$ cat src/sv/bsd_pkg.sv
// Shared constants and types for the Bayer 2x2 binning debayer.
package bsd_pkg;

  localparam int unsigned LINE_WIDTH = 640;
  localparam int unsigned HALF_WIDTH = LINE_WIDTH / 2;
  localparam int unsigned COL_W      = (LINE_WIDTH > 1) ? $clog2(LINE_WIDTH) : 1;
  localparam int unsigned CELL_W     = (HALF_WIDTH > 1) ? $clog2(HALF_WIDTH) : 1;

  localparam logic [COL_W-1:0] LAST_COL = COL_W'(LINE_WIDTH - 1);

  // Per-transaction line store control from the position tracker.
  typedef struct packed {
    logic              red_en;  // latch red sample (even row, even column)
    logic              wr_en;   // write red/green pair (even row, odd column)
    logic              rd_en;   // read pair for output (odd row, odd column)
    logic [CELL_W-1:0] slot;    // store entry of this 2x2 cell
  } store_ctl_t;

endpackage

$ cat src/sv/bsd_position.sv
// Column and row parity tracker; decodes line store actions per sample.
module bsd_position import bsd_pkg::*; (
  input  logic       clk_i,
  input  logic       rst_ni,
  input  logic       accept_i,
  input  logic       frame_start_i,
  output store_ctl_t ctl_o
);

  logic [COL_W-1:0] col_q, col_d, col_cur;
  logic             odd_q, odd_d, odd_cur;

  // Frame start restarts the position before this sample is handled.
  assign col_cur = frame_start_i ? '0 : col_q;
  assign odd_cur = frame_start_i ? 1'b0 : odd_q;

  always_comb begin
    ctl_o.red_en = accept_i && !odd_cur && !col_cur[0];
    ctl_o.wr_en  = accept_i && !odd_cur && col_cur[0];
    ctl_o.rd_en  = accept_i && odd_cur && col_cur[0];
    ctl_o.slot   = CELL_W'(col_cur >> 1);
  end

  always_comb begin
    col_d = col_q;
    odd_d = odd_q;
    if (accept_i) begin
      if (col_cur == LAST_COL) begin
        col_d = '0;
        odd_d = !odd_cur;
      end else begin
        col_d = col_cur + COL_W'(1);
        odd_d = odd_cur;
      end
    end
  end

  always_ff @(posedge clk_i or negedge rst_ni) begin
    if (!rst_ni) begin
      col_q <= '0;
      odd_q <= 1'b0;
    end else begin
      col_q <= col_d;
      odd_q <= odd_d;
    end
  end

  assert property (@(posedge clk_i) disable iff (!rst_ni)
    col_q <= LAST_COL)
    else $error("column position beyond line width");

endmodule

$ cat config.mk
export PLATFORM = sky130hd
export DESIGN_NAME = bsd_position
export DESIGN_NICKNAME = d
export VERILOG_FILES = /design/src/sv/bsd_pkg.sv /design/src/sv/bsd_position.sv
export SDC_FILE = /design/constraint.sdc
export NUM_CORES = 1
export LEC_CHECK = 0
export ABC_AREA = 1
export BUFFER_PORTS_ARGS = -buffer_cell sky130_fd_sc_hd__clkbuf_2
export CAP_MARGIN = 40
export CORE_MARGIN = 2
export CORE_UTILIZATION = 57
export DETAILED_ROUTE_END_ITERATION = 10
export HOLD_SLACK_MARGIN = 0.12
export PLACE_DENSITY = 0.82
export REMOVE_ABC_BUFFERS = 1
export SLEW_MARGIN = 15
export SYNTH_ARGS = -nofsm -noshare
export SYNTH_HDL_FRONTEND = slang
export SYNTH_SLANG_ARGS = --single-unit
$ cat constraint.sdc
create_clock -name clk_i -period 3.9 [get_ports clk_i]
set_input_delay 0.195 -clock clk_i [delete_from_list [all_inputs] [get_ports clk_i]]
set_output_delay 0.195 -clock clk_i [all_outputs]
set_load 0.05 [all_outputs]
[Word level (Yosys, flattened, before mapping)]
Cells that the tools add are included.
Storage, ports and cells
  input port bits: 4
  bits in registers: 11
  output and inout port bits: 12
  word-level logic and storage cells: 15
Cells by class
  $add $sub $neg: 1
  muxes and demuxes: 4
  equal/unequal tests: 1
  reduce and logical (&&, ||, !) cells: 7
Operators with widths (count)
  10-bit two-way mux: 2
  10-bit by 1-bit adder with 10-bit output, second input constant: 1
  10-bit == test, second input constant: 1
  1-bit logical AND: 5
  1-bit zero test: 2
  1-bit two-way mux: 2

[Logic depth before layout (Yosys ltp)]
  depth in word-level cells: 4
  depth in mapped cells: 10

[Worst setup path after synthesis]
Ideal clock, no wire load.
  path kind: register to register
  start: reg col_q[1]
  end: reg col_q[1]
  setup slack: 1.716 ns
  cell stages (with the launch flop): 11
  data arrival time: 2.064 ns
  period minus slack after synthesis: 2.184 ns
  path through: dfrtp_1 inv_1 nor2_1 ha_1 nand3_2 nor2_4 nand3_2 nand2_4 inv_2 nand2_2 o21ai_2
RTL lines
  start: declaration: line bsd_position.sv:10  | logic [COL_W-1:0] col_q, col_d, col_cur;
  start signal: assignment: line bsd_position.sv:43  | col_q <= col_d;

[Worst setup path after layout]
  start: reg col_q[1]
  end: reg col_q[1]
Between the ends
  longest elaborated chain between the ends: 3
  elaborated cells between the ends (all ways): 4
  those cells by class: add/sub: 1; eq/ne: 1; mux: 2
Ends and longest elaborated chain
  10-bit two-way mux (*): line bsd_position.sv:14  | assign col_cur = frame_start_i ? '0 : col_q;
  10-bit by 1-bit adder with 10-bit output or 10-bit == test (tied branches): line bsd_position.sv:32, bsd_position.sv:28
  10-bit two-way mux (*): line bsd_position.sv:28  | if (col_cur == LAST_COL) begin
Mark *: on every way between the ends. The rest lies on a longest branch, timed or not.
A chain may end at the register's enable or synchronous reset.

==> results.yml <==
clock_network:
  clk_pin_slew_ns: 0.07
  htreeDepth: 1
  clk_path_buf_depth: 2
  cts_root_buffer: "clkbuf_4"
  cts_sinks: 11
  cts-resized-gates: 0
  cts_tree: "done"
  numCtsBuffers: 3
  postCtsSetupBuffers: 0
  worst_skew_pair.late_latency_ns: 0.26
logic_synthesis:
  synth_cell_types: 27
  synth_xor_area_frac: 0.0424
  synth-edff-count: 0
  synth-simple-area-share: 0.416
  ys.flop_type: "dfrtp_1"
  synth.area.mux_share: 0
  yosysSeqAreaShare: 0.333
  syn-cell-area_um2: 827
  async_flop_share: 1.00
  syn_avg_cell_area_um2: 7.32
  yosysWarnings: 0
  synth-seq-cells: 11
  synth_fa_ha_area_frac: 0.0151
  postSynthCellCount: 113
  synth_top_family_by_area: "simple AND/OR/NAND/NOR gates"
  synth_compound_area_frac: 0.0696
power_and_ir_drop:
  sw_frac_of_total: 0.315
  p_leak_nw: 0.491
  clockPowerShare: 0.313
  p_int_mw: 0.169
  p_comb_frac: 0.182
  power_switching_mw: 0.0776
  powerDensity_nw_per_um2: 265
  seqPwrFrac: 0.505
  peakVddDrop_mv: 0.207
global_route:
  grt_usage: 0.208
  grt_pass1_vias: 630
  use_met2: 0.356
  use_met1: 0.286
  grt_pass1_wl_um: 2840
  grt.busiest_layer: "met2"
  grt_max_degree: 16
  grtUsageMet3: 0.0259
  antenna_found_initial: 0
  overflow: 0
critical_path:
  r2r_start: "col_q[1]$_DFFE_PN0P_"
  arrival_ns: 1.83
  worst_setup_path_end_kind: "register"
  path_class: "register to register"
  setup.worst_path.end: "col_q[1]$_DFFE_PN0P_"
  reg2reg_slack_ns: 2.22
  r2r_cells: 10
  worstPathRequired_ns: 4.04
  worstSetupStartpointType: "register"
  worstPathMaxFanout: 5
  crit_path_start: "col_q[1]$_DFFE_PN0P_"
  r2r_end: "col_q[1]$_DFFE_PN0P_"
floorplan:
  num_io_pins: 16
  rows: 13
  start_util: 0.620
  core_area_um2: 1330
  die_area_um2: 1770
  die_x_um: 42.1
  fp.dieH_um: 42.1
sta:
  rsz0062_at_grt: "no"
  max_freq_mhz: 595
  hold_viol_final: 0
  fin_crit_sh: 0.431
  period_minus_slack_ns: 1.68
  fin_tns_setup_ns: 0
  setup_viol: 0
  finalClockSkew_ns: 0.00249
  worst_pin_slew_ns: 0.287
  maxSlewViolCount: 0
  slew_headroom: 0.809
flow_run:
  drv_cap: 0
final_layout:
  n_antenna_cell: 0
  final_core_util: 0.699
  final_common_cell: "nand2_1"
  seqCellArea_um2: 275
  nets: 137
  area_growth_pct: 12.7
  drive_gt1_frac: 0.275
  fill_cells: 121
  final_cell_mix: "nand2_1 (30), inv_1 (16), clkbuf_2 (15)"
  multiInputGateArea_um2: 449
routing:
  drtPass1Iterations: 4
  antenna_left: 0
  drcViolationCount: 0
  vias_per_cell: 5.12
  vias: 747
  wire_per_inst_um: 11.9
  wirelength_um: 1730
  drt_iter0_drc: 30
placed_design:
  hpwl_um: 1370
  port_buffers: 15
  place_congestion: 0.841
outcome:
  status: "complete, no violations"
worst_hold_path:
  hold_class: "input port to register"
[what timing repair did]
action,4_1_cts,5_1_grt
endpoints found under the hold margin,11,0
hold buffers,1,0
setup endpoints to repair,0,0
[power by group through the flow]
stage                     clock [mW]  sequential [mW]  combinational, mW
after detailed placement           0            0.127             0.0446
after floorplan                    0            0.125             0.0310
final                         0.0771            0.125             0.0450
after CTS                     0.0788            0.125             0.0455
after global routing          0.0825            0.125             0.0498
after global placement             0            0.127             0.0437
[metal layers]
metal	wire length, um	vias up
met5	0	-
met4	0	0
met3	90	0
met2	844	22
met1	797	335
li1	-	390
[worst min-delay path by stage]
| stage | depth (start not counted) | start | to | slack [ns] |
|---|---|---|---|---|
| 2_1_floorplan | 0 | rst_ni | col_q[0]$_DFFE_PN0P_ | -0.10 |
| 3_3_place_gp | 1 | rst_ni | col_q[2]$_DFFE_PN0P_ | 0.08 |
| 3_5_place_dp | 1 | rst_ni | col_q[2]$_DFFE_PN0P_ | 0.09 |
| 4_1_cts | 2 | accept_i | col_q[1]$_DFFE_PN0P_ | 0.32 |
| 5_1_grt | 2 | accept_i | col_q[1]$_DFFE_PN0P_ | 0.35 |
| 6_report | 2 | accept_i | col_q[1]$_DFFE_PN0P_ | 0.32 |
[kinds of logic after synthesis]
family,count (synthesis)
DFF,11
adders and majority gates,1
and+or+nand+nor,67
xor gates and xnor gates,4
AOI/OAI and AO/OA,8
buffers and inverters,22
[stage by stage]
stage	setup WS (ns)	instance area (um^2)	total power [mW]	hold slack, ns	instances
global placement	2.30	896	0.170	0.0829	141
floorplan	1.72	802	0.156	-0.101	111
finish	2.22	932	0.247	0.321	146
CTS	2.22	932	0.249	0.319	146
detailed placement	2.23	896	0.172	0.0869	141
global route	2.09	932	0.258	0.346	146
[cell usage after synthesis, types with 2 or more instances]
cell / number / area, um^2
nand2_2: 3 / 18.8
inv_1: 16 / 60.1
o21ai_2: 2 / 17.5
nand3_1: 8 / 40.0
nor2_1: 12 / 45.0
xor2_1: 4 / 35.0
o21ai_0: 2 / 10.0
nand4_1: 2 / 12.5
dfrtp_1: 11 / 275
inv_2: 2 / 7.51
nand2_1: 30 / 113
nor3_1: 3 / 15.0
nand3_2: 4 / 40.0
[area by class of cell]
type | instances | share of cell area
Tap cell | 15 | 0.0201
Timing Repair Buffer | 16 | 0.0913
Sequential cell | 11 | 0.295
Multi-Input combinational cell | 80 | 0.482
Clock buffer | 4 | 0.0282
Inverter | 20 | 0.0832
[critical path: stages (launching register included)]
cell,delay [ns]
dfrtp_1,0.43
inv_1,0.09
nor2_1,0.14
ha_1,0.22
nand3_2,0.13
nor2_4,0.17
nand3_2,0.13
nand2_4,0.10
inv_2,0.05
nand2_2,0.06
o21ai_2,0.06
[flip-flops by register name (all words and copies together) (netlist names)]
| signal | cells |
|---|---|
| col_q | 10 |
| odd_q | 1 |
Power figures use the tool's default switching activity.
